--- config.mk ---
export PLATFORM = sky130hd
export DESIGN_NAME = ultrasonic_ranger_scheduler_top
export DESIGN_NICKNAME = d
export VERILOG_FILES = /design/src/hw/rtl/usr_pkg.sv /design/src/hw/rtl/ultrasonic_ranger_scheduler_top.sv /design/src/hw/rtl/usr_dist.sv /design/src/hw/rtl/usr_sched.sv
export SDC_FILE = /design/constraint.sdc
export NUM_CORES = 1
export LEC_CHECK = 0
export ABC_CLOCK_PERIOD_IN_PS = 16800
export BUFFER_PORTS_ARGS = -buffer_cell sky130_fd_sc_hd__buf_2
export CAP_MARGIN = 20
export CORE_ASPECT_RATIO = 0.7
export CORE_UTILIZATION = 40
export CTS_BUF_LIST = sky130_fd_sc_hd__clkbuf_4 sky130_fd_sc_hd__clkbuf_8 sky130_fd_sc_hd__clkbuf_16
export CTS_CLUSTER_SIZE = 16
export DETAILED_ROUTE_END_ITERATION = 10
export GPL_ROUTABILITY_DRIVEN = 0
export PLACE_DENSITY = 0.54
export SETUP_SLACK_MARGIN = 0.3
export SYNTH_ARGS = -nofsm -noshare
export SYNTH_HDL_FRONTEND = slang
export SYNTH_HIERARCHICAL = 1
export SYNTH_SLANG_ARGS = --single-unit
--- constraint.sdc ---
create_clock -name clk_i -period 16.8 [get_ports clk_i]
set_input_delay 3.36 -clock clk_i [delete_from_list [all_inputs] [get_ports clk_i]]
set_output_delay 3.36 -clock clk_i [all_outputs]
set_load 0.02 [all_outputs]
--- src/hw/rtl/usr_pkg.sv ---
// shared types and constants for the ultrasonic ranger scheduler
// no dependencies; imported by usr_dist, usr_sched and the top level
package usr_pkg;

  localparam int unsigned SENSOR_COUNT = 3;

  localparam int unsigned MS_W   = 32;
  localparam int unsigned US_W   = 16;
  localparam int unsigned DIST_W = 9;
  localparam int unsigned CFGMS_W = 10;
  localparam int unsigned SENS_W = 2;
  localparam int unsigned CMD_W  = 2;
  localparam int unsigned REG_IDX_W = 2;
  localparam int unsigned CFG_DATA_W = 10;

  // command codes
  localparam logic [CMD_W-1:0] CMD_TICK = 2'd0;
  localparam logic [CMD_W-1:0] CMD_ECHO = 2'd1;
  localparam logic [CMD_W-1:0] CMD_READ = 2'd2;

  // sensor codes
  localparam logic [SENS_W-1:0] SENS_LEFT    = 2'd0;
  localparam logic [SENS_W-1:0] SENS_CENTER  = 2'd1;
  localparam logic [SENS_W-1:0] SENS_RIGHT   = 2'd2;
  localparam logic [SENS_W-1:0] SENS_UNKNOWN = 2'd3;

  // configuration register indexes
  localparam logic [REG_IDX_W-1:0] REG_INTER_TRIGGER = 2'd0;
  localparam logic [REG_IDX_W-1:0] REG_ECHO_TIMEOUT  = 2'd1;
  localparam logic [REG_IDX_W-1:0] REG_MIN_DISTANCE  = 2'd2;
  localparam logic [REG_IDX_W-1:0] REG_MAX_DISTANCE  = 2'd3;

  // reset values
  localparam logic [CFGMS_W-1:0] INTER_TRIGGER_RST = 10'd60;
  localparam logic [CFGMS_W-1:0] ECHO_TIMEOUT_RST  = 10'd40;
  localparam logic [DIST_W-1:0]  MIN_DISTANCE_RST  = 9'd2;
  localparam logic [DIST_W-1:0]  MAX_DISTANCE_RST  = 9'd400;
  localparam logic [MS_W-1:0]    FIRST_TRIGGER_MS  = 32'd100;

  // distance = (pulse + 29) / 58 = ((pulse + 29) >> 1) / 29
  // x / 29 for x < 2^16 is (x * 72316) >> 21, exact over that range
  localparam logic [US_W:0]   PULSE_ROUND = 17'd29;
  localparam logic [16:0]     DIV29_RECIP = 17'd72316;
  localparam int unsigned     DIV29_SHIFT = 21;
  localparam int unsigned     RAW_DIST_W  = 12;

  typedef enum logic [2:0] {
    PH_IDLE = 3'b001,
    PH_RISE = 3'b010,
    PH_FALL = 3'b100
  } phase_e;

  typedef struct packed {
    logic [CMD_W-1:0]  cmd;
    logic [SENS_W-1:0] echo_sensor;
    logic              echo_high;
    logic [US_W-1:0]   timer_us;
    logic [SENS_W-1:0] read_sensor;
  } in_word_t;

  typedef struct packed {
    logic              trigger_fire;
    logic [SENS_W-1:0] trigger_sensor;
    logic              done_res;
    logic [SENS_W-1:0] done_sensor;
    logic [DIST_W-1:0] done_distance_cm;
    logic              done_timeout;
    logic [DIST_W-1:0] read_distance_cm;
    logic              read_valid;
    logic              read_timeout;
    logic [MS_W-1:0]   read_age_ms;
  } out_word_t;

  typedef struct packed {
    logic [CFGMS_W-1:0] inter_trigger_ms;
    logic [CFGMS_W-1:0] echo_timeout_ms;
    logic [DIST_W-1:0]  min_distance_cm;
    logic [DIST_W-1:0]  max_distance_cm;
  } cfg_t;

endpackage

--- src/hw/rtl/ultrasonic_ranger_scheduler_top.sv ---
// top level of the ultrasonic ranger scheduler: word registers and config
// depends on usr_pkg and usr_sched

// Schedules three echo-ranging sensors in the order center, right, center,
// left. Every input word (millisecond tick, echo edge or readout) gives one
// output word. A word goes into an input register, is processed combinationally
// by usr_sched (state update, pulse-to-distance via one reciprocal multiply)
// and lands in an output register; one word per cycle is sustained while the
// output is not stalled. A word waits in the input register until the output
// register is free or draining, and its result is then loaded there. The
// first trigger fires on the tick that brings time to 100 ms. Configuration
// registers take effect immediately and should be written while no word is
// in flight.
module ultrasonic_ranger_scheduler_top import usr_pkg::*; (
  input  logic                  clk_i,
  input  logic                  rst_ni,
  // input words
  input  logic                  in_valid_i,
  output logic                  in_stall_o,
  input  in_word_t              in_word_i,
  // output words
  output logic                  out_valid_o,
  input  logic                  out_stall_i,
  output out_word_t             out_word_o,
  // configuration writes
  input  logic                  cfg_we_i,
  input  logic [REG_IDX_W-1:0]  cfg_idx_i,
  input  logic [CFG_DATA_W-1:0] cfg_wdata_i
);

  logic      in_vld_q;
  in_word_t  in_q;
  logic      out_vld_q;
  out_word_t out_q;
  out_word_t res;
  cfg_t      cfg_q;
  logic      step;

  // process the held word when the output register is free or draining
  assign step       = in_vld_q && (!out_vld_q || !out_stall_i);
  assign in_stall_o = in_vld_q && !step;

  // input register
  always_ff @(posedge clk_i or negedge rst_ni) begin
    if (!rst_ni) begin
      in_vld_q <= 1'b0;
    end else if (!in_stall_o) begin
      in_vld_q <= in_valid_i;
    end
  end

  always_ff @(posedge clk_i) begin
    if (in_valid_i && !in_stall_o) begin
      in_q <= in_word_i;
    end
  end

  usr_sched u_sched (
    .clk_i  (clk_i),
    .rst_ni (rst_ni),
    .step_i (step),
    .word_i (in_q),
    .cfg_i  (cfg_q),
    .word_o (res)
  );

  // output register
  always_ff @(posedge clk_i or negedge rst_ni) begin
    if (!rst_ni) begin
      out_vld_q <= 1'b0;
    end else if (step) begin
      out_vld_q <= 1'b1;
    end else if (!out_stall_i) begin
      out_vld_q <= 1'b0;
    end
  end

  always_ff @(posedge clk_i) begin
    if (step) begin
      out_q <= res;
    end
  end

  assign out_valid_o = out_vld_q;
  assign out_word_o  = out_q;

  // configuration registers
  always_ff @(posedge clk_i or negedge rst_ni) begin
    if (!rst_ni) begin
      cfg_q.inter_trigger_ms <= INTER_TRIGGER_RST;
      cfg_q.echo_timeout_ms  <= ECHO_TIMEOUT_RST;
      cfg_q.min_distance_cm  <= MIN_DISTANCE_RST;
      cfg_q.max_distance_cm  <= MAX_DISTANCE_RST;
    end else if (cfg_we_i) begin
      unique case (cfg_idx_i)
        REG_INTER_TRIGGER: cfg_q.inter_trigger_ms <= cfg_wdata_i;
        REG_ECHO_TIMEOUT:  cfg_q.echo_timeout_ms  <= cfg_wdata_i;
        REG_MIN_DISTANCE:  cfg_q.min_distance_cm  <= cfg_wdata_i[DIST_W-1:0];
        REG_MAX_DISTANCE:  cfg_q.max_distance_cm  <= cfg_wdata_i[DIST_W-1:0];
        default: begin
        end
      endcase
    end
  end

  // a stalled input only while a word is held
  a_stall_needs_word: assert property (@(posedge clk_i) disable iff (!rst_ni)
    in_stall_o |-> in_vld_q) else $error("input stalled with empty register");

  // a word never both fires a trigger and completes a measurement
  a_fire_xor_done: assert property (@(posedge clk_i) disable iff (!rst_ni)
    out_vld_q |-> !(out_q.trigger_fire && out_q.done_res))
    else $error("trigger and completion in one word");

  // a completion always names a real sensor
  a_done_sensor: assert property (@(posedge clk_i) disable iff (!rst_ni)
    (out_vld_q && out_q.done_res) |-> (out_q.done_sensor != SENS_UNKNOWN))
    else $error("completion on unknown sensor");

  // no reading means age all ones
  a_age_no_reading: assert property (@(posedge clk_i) disable iff (!rst_ni)
    (out_vld_q && !out_q.read_valid) |-> (out_q.read_age_ms == '1))
    else $error("age reported without reading");

  // a word that is processed shows up at the output next cycle
  a_step_to_out: assert property (@(posedge clk_i) disable iff (!rst_ni)
    step |=> out_vld_q) else $error("processed word lost");

endmodule

--- src/hw/rtl/usr_dist.sv ---
// echo pulse width to saturated distance in cm
// depends on usr_pkg
module usr_dist import usr_pkg::*; (
  input  logic [US_W-1:0]   timer_us_i,
  input  logic [US_W-1:0]   rise_us_i,
  input  logic [DIST_W-1:0] min_cm_i,
  input  logic [DIST_W-1:0] max_cm_i,
  output logic [DIST_W-1:0] dist_cm_o
);

  logic [US_W-1:0]       pulse;
  logic [US_W:0]         rounded;
  logic [US_W-1:0]       half;
  logic [32:0]           prod;
  logic [RAW_DIST_W-1:0] raw;

  always_comb begin
    pulse   = timer_us_i - rise_us_i;   // wraps mod 2^16
    rounded = {1'b0, pulse} + PULSE_ROUND;
    half    = rounded[US_W:1];
    prod    = 33'(half) * 33'(DIV29_RECIP);
    raw     = prod[DIV29_SHIFT +: RAW_DIST_W];
    priority if (raw < RAW_DIST_W'(min_cm_i)) begin
      dist_cm_o = min_cm_i;
    end else if (raw > RAW_DIST_W'(max_cm_i)) begin
      dist_cm_o = max_cm_i;
    end else begin
      dist_cm_o = raw[DIST_W-1:0];
    end
  end

endmodule

--- src/hw/rtl/usr_sched.sv ---
// trigger scheduling, echo timing and per-sensor reading store
// depends on usr_pkg and usr_dist
module usr_sched import usr_pkg::*; (
  input  logic      clk_i,
  input  logic      rst_ni,
  input  logic      step_i,
  input  in_word_t  word_i,
  input  cfg_t      cfg_i,
  output out_word_t word_o
);

  phase_e            phase_q, phase_d;
  logic [SENS_W-1:0] active_q, active_d;
  logic              side_left_q, side_left_d;
  logic [US_W-1:0]   rise_q, rise_d;
  logic [MS_W-1:0]   now_q, now_d;
  logic [MS_W-1:0]   trig_time_q, trig_time_d;
  logic [MS_W-1:0]   next_trig_q, next_trig_d;
  logic [DIST_W-1:0] dist_q [SENSOR_COUNT];
  logic [DIST_W-1:0] dist_d [SENSOR_COUNT];
  logic [MS_W-1:0]   upd_q  [SENSOR_COUNT];
  logic [MS_W-1:0]   upd_d  [SENSOR_COUNT];
  logic              has_q  [SENSOR_COUNT];
  logic              has_d  [SENSOR_COUNT];
  logic              to_q   [SENSOR_COUNT];
  logic              to_d   [SENSOR_COUNT];

  logic [DIST_W-1:0] echo_dist;
  logic [MS_W-1:0]   now_inc;
  logic [MS_W-1:0]   since_next;
  logic              fin;
  logic [DIST_W-1:0] fin_dist;
  logic              fin_to;

  usr_dist u_dist (
    .timer_us_i (word_i.timer_us),
    .rise_us_i  (rise_q),
    .min_cm_i   (cfg_i.min_distance_cm),
    .max_cm_i   (cfg_i.max_distance_cm),
    .dist_cm_o  (echo_dist)
  );

  always_comb begin
    phase_d     = phase_q;
    active_d    = active_q;
    side_left_d = side_left_q;
    rise_d      = rise_q;
    now_d       = now_q;
    trig_time_d = trig_time_q;
    next_trig_d = next_trig_q;
    dist_d      = dist_q;
    upd_d       = upd_q;
    has_d       = has_q;
    to_d        = to_q;
    word_o      = '0;
    fin         = 1'b0;
    fin_dist    = '0;
    fin_to      = 1'b0;
    now_inc     = now_q + 32'd1;
    since_next  = now_inc - next_trig_q;

    unique case (word_i.cmd)
      CMD_TICK: begin
        now_d = now_inc;
        if (phase_q == PH_IDLE) begin
          if (!since_next[MS_W-1]) begin
            trig_time_d = now_inc;
            next_trig_d = now_inc + MS_W'(cfg_i.inter_trigger_ms);
            phase_d     = PH_RISE;
            word_o.trigger_fire   = 1'b1;
            word_o.trigger_sensor = active_q;
          end
        end else if ((now_inc - trig_time_q) >= MS_W'(cfg_i.echo_timeout_ms)) begin
          fin      = 1'b1;
          fin_dist = cfg_i.max_distance_cm;
          fin_to   = 1'b1;
        end
      end
      CMD_ECHO: begin
        if (word_i.echo_sensor == active_q) begin
          if (phase_q == PH_RISE && word_i.echo_high) begin
            rise_d  = word_i.timer_us;
            phase_d = PH_FALL;
          end else if (phase_q == PH_FALL && !word_i.echo_high) begin
            fin      = 1'b1;
            fin_dist = echo_dist;
          end
        end
      end
      default: begin
        // readout only
      end
    endcase

    if (fin) begin
      dist_d[active_q] = fin_dist;
      upd_d[active_q]  = now_d;
      has_d[active_q]  = 1'b1;
      to_d[active_q]   = fin_to;
      word_o.done_res         = 1'b1;
      word_o.done_sensor      = active_q;
      word_o.done_distance_cm = fin_dist;
      word_o.done_timeout     = fin_to;
      phase_d = PH_IDLE;
      // center alternates right then left, a side always goes back to center
      if (active_q == SENS_CENTER) begin
        active_d    = side_left_q ? SENS_LEFT : SENS_RIGHT;
        side_left_d = !side_left_q;
      end else begin
        active_d = SENS_CENTER;
      end
    end

    // readout sees this word's update
    if (word_i.read_sensor != SENS_UNKNOWN) begin
      word_o.read_distance_cm = dist_d[word_i.read_sensor];
      word_o.read_valid       = has_d[word_i.read_sensor];
      word_o.read_timeout     = to_d[word_i.read_sensor];
      word_o.read_age_ms      = has_d[word_i.read_sensor]
                              ? now_d - upd_d[word_i.read_sensor] : '1;
    end else begin
      word_o.read_distance_cm = cfg_i.max_distance_cm;
      word_o.read_age_ms      = '1;
    end
  end

  always_ff @(posedge clk_i or negedge rst_ni) begin
    if (!rst_ni) begin
      phase_q     <= PH_IDLE;
      active_q    <= SENS_CENTER;
      side_left_q <= 1'b0;
      rise_q      <= '0;
      now_q       <= '0;
      trig_time_q <= '0;
      next_trig_q <= FIRST_TRIGGER_MS;
      for (int i = 0; i < SENSOR_COUNT; i++) begin
        dist_q[i] <= MAX_DISTANCE_RST;
        upd_q[i]  <= '0;
        has_q[i]  <= 1'b0;
        to_q[i]   <= 1'b0;
      end
    end else if (step_i) begin
      phase_q     <= phase_d;
      active_q    <= active_d;
      side_left_q <= side_left_d;
      rise_q      <= rise_d;
      now_q       <= now_d;
      trig_time_q <= trig_time_d;
      next_trig_q <= next_trig_d;
      dist_q      <= dist_d;
      upd_q       <= upd_d;
      has_q       <= has_d;
      to_q        <= to_d;
    end
  end

endmodule

Word-level counts from Yosys, hierarchy flattened
Index checks and enable logic that the tools add are counted.
{"block": "word_totals", "latchBits": 0, "reg_bits": 369, "mem_bits_rw": 0, "mem_count": 0, "mem_bits_ro": 0}
{"block": "op_classes", "muxes": 54, "n_reduce_logical": 28, "n_eq_ne": 15, "multipliers": 1, "bitwise_logic": 6, "n_addsub": 7, "order_cmp": 6, "div": 0, "shifts": 0}
{"op": "2-to-1 mux 32 bit", "n": 4}
{"op": "2-to-1 mux 9 bit", "n": 11}
{"op": "bitwise mux 96 bit", "n": 1}
{"op": "2-to-1 mux 96 bit", "n": 1}
{"op": "subtractor 32 bit", "n": 3}
{"op": "binary-select mux 32 bit (select 2 bit)", "n": 1}
{"op": "demux 32 bit (select 2 bit)", "n": 1}
{"op": "adder 32 x 1 -> 32 bit (second input constant)", "n": 1}
{"op": "adder 32 x 10 -> 32 bit", "n": 1}
{"op": ">= comparator 32 x 10 -> 1 bit", "n": 1}
{"op": "multiplier 16 x 15 -> 31 bit (second input constant)", "n": 1}
{"op": "bitwise mux 27 bit", "n": 1}
{"op": "2-to-1 mux 27 bit", "n": 1}
{"op": "2-to-1 mux 3 bit", "n": 8}
{"op": "binary-select mux 9 bit (select 2 bit)", "n": 1}
{"op": "demux 9 bit (select 2 bit)", "n": 1}
{"op": "case mux 9 bit (2 select lines)", "n": 1}
{"op": "adder 16 x 5 -> 17 bit (second input constant)", "n": 1}
{"op": "subtractor 16 bit", "n": 1}
{"op": "AND reduction 2 bit", "n": 7}
{"op": "2-to-1 mux 1 bit", "n": 13}
{"op": "2-to-1 mux 13 bit", "n": 1}
{"op": "greater-than comparator 12 x 9 -> 1 bit", "n": 1}
{"op": "less-than comparator 12 x 9 -> 1 bit", "n": 1}
{"op": "other kinds (30)", "n": 53}

Longest topological paths before layout
Gate-level depths: netlist (run 1).
{"block": "depth", "ltp_word": 16, "mapped_depth": 44, "depth_no_buf": 44}

Modules after synthesis
Netlist (run 1), hierarchy kept.
{"module": "usr_sched", "cells_per_inst": 2254, "n_inst": 1, "area_per_inst_um2": 18036.0}
{"module": "usr_dist", "cells_per_inst": 736, "n_inst": 1, "area_per_inst_um2": 6362.4}
{"module": "ultrasonic_ranger_scheduler_top", "cells_per_inst": 172, "n_inst": 1, "area_per_inst_um2": 4000.1}

Least setup slack after synthesis (run 1)
Ideal clock, no wire load.
{"block": "synth_path", "path_kind": "flip-flop to flip-flop", "from": "register in_q[2] (netlist name)", "to": "register out_q (netlist bit out_word_o[34]) (data pin)", "setup_ns": 0.272, "path_buffers": 1, "path_stages_with_launch": 44, "arrival_time_ns": 10.601, "synth_period_minus_slack_ns": 10.873, "required_ns": 16.528, "path_slack_ns": 5.927, "path_cell_list": "edfxtp_1 inv_1 ha_1 fa_1 nor2b_4 o31a_1 o41a_1 o31a_4 a21oi_4 nand4_4 nor3_4 nand3_1 xnor2_1 fa_1 inv_1 fa_1 inv_1 fa_1 [8 not listed] or2_2 o41a_1 nor2_1 o221ai_1 xnor2_1 ha_1 a21o_1 a21o_1 a21o_1 a21oi_1 o31a_1 a31oi_1 clkbuf_1 o22a_1 o22a_1 a22oi_1 a21oi_1 mux4_2"}
{"element": "from (decl)", "line_no": "ultrasonic_ranger_scheduler_top.sv:32", "source": "in_word_t in_q;"}
{"element": "from (signal assigned)", "line_no": "ultrasonic_ranger_scheduler_top.sv:54", "source": "in_q <= in_word_i;"}
{"element": "to (signal assigned)", "line_no": "ultrasonic_ranger_scheduler_top.sv:80", "source": "out_q <= res;"}
{"element": "to (decl)", "line_no": "ultrasonic_ranger_scheduler_top.sv:34", "source": "out_word_t out_q;"}

==> results of run 1 <==
[per-stage QoR]
step / instance area, µm² / util, % / std cells / hold WS [ns] / setup WS (ns)
CTS: 31100 / 44.4 / 4174 / 0.468 / 4.29
global placement: 29700 / 42.5 / 4098 / 0.444 / 4.67
floorplan: 28400 / - / 3162 / 0.425 / 5.93
finish: 31200 / 44.5 / 4176 / 0.463 / 4.18
global route: 31200 / 44.5 / 4176 / 0.481 / 3.30
detailed placement: 29700 / 42.5 / 4098 / 0.446 / 4.30
[routing by layer]
layer	vias up	global-route usage [%]	part of all wire, %
li1	10900	-	-
met2	520	30.6	42
met3	67	3.25	5.4
met1	11100	32.4	52
met4	0	3.81	1.3
met5	-	0	0
[layout by cell type (no fill, tap or decap), types with 16 or more instances in the layout]
master,count
edfxtp_1,82
a21o_1,49
a31oi_1,20
clkbuf_16,42
xor2_1,82
o21bai_1,16
dfrtp_1,263
o21a_1,23
a211oi_1,88
mux2_2,58
nand2_1,321
xnor2_1,132
nor2_1,271
nand2b_1,30
o22a_1,18
o21ai_0,224
nor3_1,58
dfstp_2,24
and3_1,27
buf_4,25
buf_2,99
nor2b_1,26
fa_1,84
nand3_1,55
mux2i_1,16
ha_1,263
inv_1,353
nand4_1,25
a21oi_1,166
o211ai_1,17
[path summary, 6_finish.rpt]
kind | slack [ns] | cells after the start | end
setup reg to reg | 4.18 | 43 | out_word_o[42]$_DFFE_PP_
min in group asynchronous | 2.79 | 1 | u_sched/trig_time_q[29]$_DFFE_PN0P_
max in group asynchronous | 11.17 | 5 | cfg_q[10]$_DFFE_PN1P_
setup / recovery | 4.18 | 43 | out_word_o[42]$_DFFE_PP_
hold / removal | 0.46 | 1 | u_sched/has_q[0]$_DFFE_PN0P_
hold reg to reg | 0.46 | 1 | u_sched/has_q[0]$_DFFE_PN0P_
[state kept, by name (all words and copies together), names as in the netlist, 23 cells and up, named ones only]
| signal | flops |
|---|---|
| u_sched/trig_time_q | 32 |
| u_sched/now_q | 32 |
| u_sched/upd_q | 76 |
| in_q | 23 |
| u_sched/dist_q | 27 |
| u_sched/next_trig_q | 32 |
| out_word_o | 59 |
| cfg_q | 38 |
[worst reg2reg max path, delay by kind of cell (launching register included)]
family          cells  cell delay (ns)
compound gates     19             5.05
fa+ha+maj          10             3.93
simple gates        6             1.30
xor+xnor            2             0.90
mux                 1             0.49
flops               1             0.38
buf+inv             5             0.33
[cell type report]
type                            instances  area share, %
Clock buffer                           56           3.81
Tap cell                              954           3.83
Clock inverter                         20          0.574
Sequential cell                       369           31.0
Multi-Input combinational cell       2293           54.0
Timing Repair Buffer                  127           2.42
Inverter                              357           4.30
[cells by family (layout without fill, tap and decap cells)]
group	Yosys count	in the layout	share of synthesized area, %
XOR/XNOR	216	216	6.71
adder cells (fa/ha/maj)	347	347	17.5
AO/OA/AOI/OAI	732	732	16.4
multiplexers	79	79	3.26
flip-flops	369	369	34.1
buffers and inverters	500	560	6.84
AND/OR/NAND/NOR	919	919	15.2
==> run metrics, run 1 <==
# nets final=3576; Post-synth ARST share=77.8%; Area growth syn-to-layout=9.72%; Final ANT Viol Nets=0; Final period util=roughly three quarters; Mean Syn Cell Area=8.98 µm²; Mapped Cells=3162; most frequent cells after synthesis=353 x inv_1, 323 x nand2_1, 271 x nor2_1; critical path's top delay family=compound AO/OA/AOI/OAI gates; drt first-iter violations=1639; GRT Resource Usage Total=20.9%; Synth top area share=23.2%; pin count of the biggest net entering global routing=128; Starting Density=around 40%; Worst Setup SP=in_q[2]$_DFFE_PP_; setup tns final=0 ns; top_reg_cell synth=dfrtp_1; YS warnings=6; Post-CTS Setup Inserts=0; DR WL/cell=17.9 µm; area leader, netlist=dfrtp_1; Clk Latency, worst-skew pair=0.59 ns; vias in the first global route=between 20000 and 25000; Unique masters post-synth=between 90 and 100; # clock sinks=369; CTS clk-pin slew, worst paths=~0.060 ns; worst r2r src=in_q[2]$_DFFE_PP_; Die Span Y=225 µm; CP dominant cell by count=fa_1; ANT cells=0; I/O pin total=between 100 and 150; drt first pass iters=6; first-pass GRT wire length=121 mm; drc violations=0; fill count=between 6000 and 7000; Num CTS Buffers=roughly 40; vias=22600; Seq cells post-synth=369; layout cells sized above 1=10.5%; grt total ovfl=0; max incr delay on CP=0.70 ns; RSZ-0062 raised after global routing=no; Synth Cell Area=around 28000 µm²; area of the die=72100 µm²; post-CTS sizing=0; Post-synth EDFFs=82; clk buf depth=3; syn_nets=about 3500; Worst Hold Launch=u_sched/has_q[0]$_DFFE_PN0P_; CP required=17.11 ns; Rows=81; CP Launch Type=register; Post-DP HPWL=55.8 mm; Setup crit end kind=register; FF/Latch Area=9670 µm²; ranking of synthesized cells by area=dfrtp_1 23%, ha_1 12%, edfxtp_1 8.7%; CTS tree=built; Slew Limit Fails=0; WP data arrival=12.93 ns; Seq/Total Area, Yosys=34.1%; Final Hold Fails=0; min cycle time layout=12.62 ns; CP Buf/Inv Count=5; Worst-Margin Slew=1.05 ns; Max-Cap Viols=0; outcome=completed; WL final=74.8 mm; Via density=5.41; crit-path max FO=11; Worst Hold Class=reg2reg; H-tree depth=2; relative max-transition margin=approximately 30%; Setup CP Type=reg2reg; f_max=79.3 MHz; final setup vio count=0; core box area=70000 µm²; cts hold-fix bufs=0; die width=320 µm; Final Skew=0.0271 ns; top-count cell post-synth=inv_1; CTS root buf=clkbuf_16; Slowest-stage cell, CP=a31oi_1; area of the multi-input gates=about 17000 µm²; number of antenna violations at the first check in global routing=1; IO buf count=100
Power of run 1 is left out: the tool's default activity adds up to more than one toggle a clock period on the data nets, which glitch-free logic cannot reach.
==> run 2, diff against run 1 <==
--- a/config.mk
+++ b/config.mk
@@ -5,7 +5,8 @@
 export SDC_FILE = /design/constraint.sdc
 export NUM_CORES = 1
 export LEC_CHECK = 0
-export ABC_CLOCK_PERIOD_IN_PS = 16800
+export ABC_AREA = 1
+export ABC_CLOCK_PERIOD_IN_PS = 12900
 export BUFFER_PORTS_ARGS = -buffer_cell sky130_fd_sc_hd__buf_2
 export CAP_MARGIN = 20
 export CORE_ASPECT_RATIO = 0.7
@@ -14,7 +15,7 @@
 export CTS_CLUSTER_SIZE = 16
 export DETAILED_ROUTE_END_ITERATION = 10
 export GPL_ROUTABILITY_DRIVEN = 0
-export PLACE_DENSITY = 0.54
+export PLACE_DENSITY = 0.53
 export SETUP_SLACK_MARGIN = 0.3
 export SYNTH_ARGS = -nofsm -noshare
 export SYNTH_HDL_FRONTEND = slang
==> constraint.sdc (replaced) <==
create_clock -name clk_i -period 12.9 [get_ports clk_i]
set_input_delay 2.58 -clock clk_i [delete_from_list [all_inputs] [get_ports clk_i]]
set_output_delay 2.58 -clock clk_i [all_outputs]
set_load 0.02 [all_outputs]
==> run metrics, run 2 <==
outcome=completed; Reg with most FFs=u_sched/upd_q; Max-Cap Viols=0; Synth Cell Area=30900 µm²; Post-DP HPWL=~72 mm; Slowest-stage cell, CP=o21bai_1; clk buf depth=3; Worst Hold Class=reg2reg; CTS root buf=clkbuf_16; RSZ-0062 raised after global routing=no; CTS clk-pin slew, worst paths=0.06 ns; H-tree depth=2; relative max-transition margin=27.6%; Slew Limit Fails=0; layout cells sized above 1=8.15%; area leader, netlist=dfrtp_1; max FFs per register=76; drt first pass iters=7; Num CTS Buffers=42; Synth top area share=21.3%; final setup vio count=0; CP Launch Type=register; Mean Syn Cell Area=roughly 7.2 µm²; top-count cell post-synth=nand2_1; Seq/Total Area, Yosys=31.3%; Die Span Y=234 µm; Seq cells post-synth=between 300 and 400; GRT Resource Usage Total=about a quarter; Setup CP Type=reg2reg; DR WL/cell=17.3 µm; die width=334 µm; max incr delay on CP=0.61 ns; placed cell count=5309; WP data arrival=10.43 ns; YS warnings=6; drt first-iter violations=between 2000 and 3000; Mapped Cells=4260; Final ANT Viol Nets=0; ranking of synthesized cells by area=dfrtp_1 21%, nand2_1 16%, ha_1 11%; Post-CTS Setup Inserts=0; WL final=93.0 mm; CP Buf/Inv Count=6; number of antenna violations at the first check in global routing=5; Final Hold Fails=0; Final Skew=0.0133 ns; cts hold-fix bufs=0; first-pass GRT wire length=145 mm; setup tns final=0 ns; pin count of the biggest net entering global routing=123; core box area=roughly 76000 µm²; vias in the first global route=about 25000; Final period util=78.3%; # clock sinks=369; Setup crit end kind=register; Unique masters post-synth=62; Worst-Margin Slew=1.08 ns; CP required=13.24 ns; most frequent cells after synthesis=1278 x nand2_1, 733 x inv_1, 263 x dfrtp_1, 263 x ha_1, 256 x o21ai_0; IO buf count=100; Final Util=44.6%; vias=27100; area of the die=around 78000 µm²; drc violations=0; f_max=between 90 and 100 MHz; post-CTS sizing=0; Via density=slightly above 5; Rows=84; syn_nets=4647; top_reg_cell synth=dfrtp_1; most frequent cells in the layout=1278 x nand2_1, 733 x inv_1, 263 x dfrtp_1, 263 x ha_1, 256 x o21ai_0; # nets final=4709; CP dominant cell by count=nand2_1; Clk Latency, worst-skew pair=0.58 ns; min cycle time layout=10.09 ns; post-route insts no fill=approximately 5400; crit-path max FO=10; ANT cells=0; I/O pin total=101; Post-synth ARST share=77.8%; Area growth syn-to-layout=9.58%; Post-synth EDFFs=82; grt total ovfl=0; Starting Density=between 40% and 50%; commonest non-fill, non-tap cell in the layout=nand2_1; critical path's top delay family=adder cells; CTS tree=built
-- run 2: logic make-up (layout without fill, tap and decap cells) --
family	count (synthesis)	in the layout	share of synthesized area (%)
simple gates	1954	1954	27.0
flops	369	369	31.3
xor+xnor	103	103	3.21
fa+ha+maj	347	347	16.1
compound gates	605	605	10.8
mux	16	16	0.584
buf+inv	866	961	11.0
-- run 2: worst min-delay path: cells and delay by family (launching register included) --
kind | cells | cell delay, ns
flip-flops | 1 | 0.37
AND/OR/NAND/NOR | 2 | 0.09
-- run 2: cell type report --
cell class / instances / area, µm²
flip-flops and latches: 369 / 9670
well taps: 1032 / 1290
multi-input cells: 3025 / 17800
inverters: 751 / 2820
clock inverters: 6 / 63.8
clock buffers: 71 / 1380
fillers: 7827 / 41900
repair buffers: 133 / 778
-- run 2: path summary, 6_finish.rpt --
check	slack, ns	start	end	depth (start not counted)
max reg2reg	2.81	in_q[2]$_DFFE_PP_	out_word_o[37]$_DFFE_PP_	51
min	0.46	cfg_q[23]$_DFFE_PN1P_	cfg_q[23]$_DFFE_PN1P_	2
max in group asynchronous	8.53	rst_ni	u_sched/rise_q[1]$_DFFE_PN0P_	3
max	2.81	in_q[2]$_DFFE_PP_	out_word_o[37]$_DFFE_PP_	51
min reg2reg	0.46	cfg_q[23]$_DFFE_PN1P_	cfg_q[23]$_DFFE_PN1P_	2
min in group asynchronous	2.08	rst_ni	u_sched/trig_time_q[5]$_DFFE_PN0P_	1
-- run 2: per-stage QoR --
step | hold slack, ns | area, µm² | setup WS [ns]
2_1_floorplan | 0.422 | 30900 | 4.10
3_3_place_gp | 0.452 | 32400 | 2.82
3_5_place_dp | 0.453 | 32400 | 2.87
4_1_cts | 0.463 | 33800 | 2.81
5_1_grt | 0.471 | 33800 | 1.92
6_report | 0.462 | 33800 | 2.81
-- run 2: per-layer routing --
metal	track usage [%]	part of all wire, %	wire length [µm]
met4	3.80	1.2	1150
met2	33.5	39	36100
met5	0	0	0
met3	4.59	7.8	7240
met1	37.7	52	48600
Power of run 2 is left out for the same reason.
==> run 3, diff against run 2 <==
--- a/config.mk
+++ b/config.mk
@@ -6,7 +6,7 @@
 export NUM_CORES = 1
 export LEC_CHECK = 0
 export ABC_AREA = 1
-export ABC_CLOCK_PERIOD_IN_PS = 12900
+export ABC_CLOCK_PERIOD_IN_PS = 8200
 export BUFFER_PORTS_ARGS = -buffer_cell sky130_fd_sc_hd__buf_2
 export CAP_MARGIN = 20
 export CORE_ASPECT_RATIO = 0.7
@@ -15,7 +15,7 @@
 export CTS_CLUSTER_SIZE = 16
 export DETAILED_ROUTE_END_ITERATION = 10
 export GPL_ROUTABILITY_DRIVEN = 0
-export PLACE_DENSITY = 0.53
+export PLACE_DENSITY = 0.55
 export SETUP_SLACK_MARGIN = 0.3
 export SYNTH_ARGS = -nofsm -noshare
 export SYNTH_HDL_FRONTEND = slang
==> constraint.sdc (replaced) <==
create_clock -name clk_i -period 8.2 [get_ports clk_i]
set_input_delay 1.64 -clock clk_i [delete_from_list [all_inputs] [get_ports clk_i]]
set_output_delay 1.64 -clock clk_i [all_outputs]
set_load 0.02 [all_outputs]
==> run metrics, run 3 (synthesized netlist as in run 2, its figures left out) <==
Max-Cap Viols=0; RSZ-0062 raised after global routing=yes; CP Launch Type=register; failing checks=negative setup slack; area of the die=78300 µm²; Final Skew=~0.019 ns; layout cells sized above 1=a little under a fifth; CP Buf/Inv Count=10; crit-path max FO=7; GRT Resource Usage Total=24.5%; Slowest-stage cell, CP=fa_1; Setup CP Type=reg2reg; Clk Latency, worst-skew pair=0.58 ns; final setup vio count=45; max incr delay on CP=0.51 ns; final setup margin=-0.513 ns; drc violations=0; CTS tree=built; CTS clk-pin slew, worst paths=0.06 ns; Num CTS Buffers=41; Setup crit end kind=register; Final period util=106%; Worst-Margin Slew=1.15 ns; I/O pin total=approximately 100; Final Util=about half; Final ANT Viol Nets=0; clk buf depth=3; Starting Density=40.7%; Reg with most FFs=u_sched/upd_q; most frequent cells in the layout=1201 x nand2_1, 712 x inv_1, 294 x buf_4, 263 x dfrtp_1, 242 x o21ai_0; Worst Hold Class=reg2reg; CP required=approximately 8.5 ns; # clock sinks=369; outcome=finished, violations left; die width=334 µm; H-tree depth=2; DP Worst Slack=-0.622 ns; pin count of the biggest net entering global routing=151; DR WL/cell=17.0 µm; Rows=84; Slew Limit Fails=0; cts hold-fix bufs=0; relative max-transition margin=23.1%; number of antenna violations at the first check in global routing=4; min cycle time layout=8.71 ns; WL final=96.8 mm; Final Hold Fails=0; Post-DP HPWL=74.5 mm; IO buf count=100; drt first-iter violations=2488; Area growth syn-to-layout=20.8%; setup tns final=-15.55 ns; WP data arrival=9.04 ns; CP dominant cell by count=nand2_1; f_max=115 MHz; drt first pass iters=6; vias in the first global route=26300; commonest non-fill, non-tap cell in the layout=nand2_1; grt total ovfl=0; critical path's top delay family=adder cells; max FFs per register=76; first-pass GRT wire length=150 mm; # nets final=5001; Die Span Y=234 µm; core box area=roughly 76000 µm²; Via density=5.01; vias=28500; CTS root buf=clkbuf_16
## run 3: cell count changes in the layout (fill, tap and decap cells not counted), sizes merged
cell | before | now
buf | 133 | 425
clkbuf | 71 | 56
clkinv | 5 | 13
inv | 749 | 753
bufinv | 1 | 4
clkinvlp | 2 | 1
diode | 0 | 1
nand2 | 1302 | 1303
## run 3: worst reg2reg max path, delay by kind of cell (launching register included)
| kind | cells | cell delay, ns |
|---|---|---|
| AO/OA/AOI/OAI | 6 | 0.84 |
| XOR/XNOR | 2 | 0.36 |
| adder cells (fa/ha/maj) | 9 | 3.60 |
| buffers and inverters | 10 | 0.68 |
| flip-flops | 1 | 0.43 |
| AND/OR/NAND/NOR | 30 | 2.56 |
## run 3: area by class of cell
| cell class | instances | area, µm² |
|---|---|---|
| antenna | 1 | 2.50 |
| clock buffer | 56 | 1200 |
| clock inverter | 20 | 220 |
| fill | 7536 | 38500 |
| inverter | 751 | 2820 |
| multi-input combinational | 3026 | 19000 |
| sequential | 369 | 9670 |
| tap | 1032 | 1290 |
| timing repair buffer | 425 | 3100 |
## run 3: stage by stage
| step | std cells | cell area (µm²) | hold slack, ns |
|---|---|---|---|
| floorplan | 4260 | 31100 | 0.422 |
| global placement | 5558 | 34500 | 0.435 |
| detailed placement | 5558 | 34500 | 0.440 |
| CTS | 5659 | 36500 | 0.455 |
| global route | 5679 | 37300 | 0.478 |
| finish | 5680 | 37300 | 0.459 |
## run 3: routing by layer
metal  part of all wire, %  GRT usage [%]
met4                   1.2           3.78
met3                   7.5           4.98
met1                    51           38.2
met2                    40           35.0
met5                     0              0
## run 3: worst paths after layout
kind	startpoint	endpoint	slack, ns	cells past startpoint
max	in_q[6]$_DFFE_PP_	out_word_o[34]$_DFFE_PP_	-0.51	57
min	u_sched/has_q[2]$_DFFE_PN0P_	u_sched/has_q[2]$_DFFE_PN0P_	0.46	2
max reg2reg	in_q[6]$_DFFE_PP_	out_word_o[34]$_DFFE_PP_	-0.51	57
min reg2reg	u_sched/has_q[2]$_DFFE_PN0P_	u_sched/has_q[2]$_DFFE_PN0P_	0.46	2
max in group asynchronous	rst_ni	u_sched/upd_q[37]$_DFFE_PN0P_	5.71	2
min in group asynchronous	rst_ni	cfg_q[24]$_DFFE_PN0P_	1.06	1
## run 3: what timing repair did
item,4_1_cts,5_1_grt
buffers inserted,24,17
pin swaps,75,96
endpoints found under the hold margin,0,0
gates resized for setup,96,157
setup endpoints to repair,54,68
cloned,1,0
Power of run 3 is left out for the same reason.
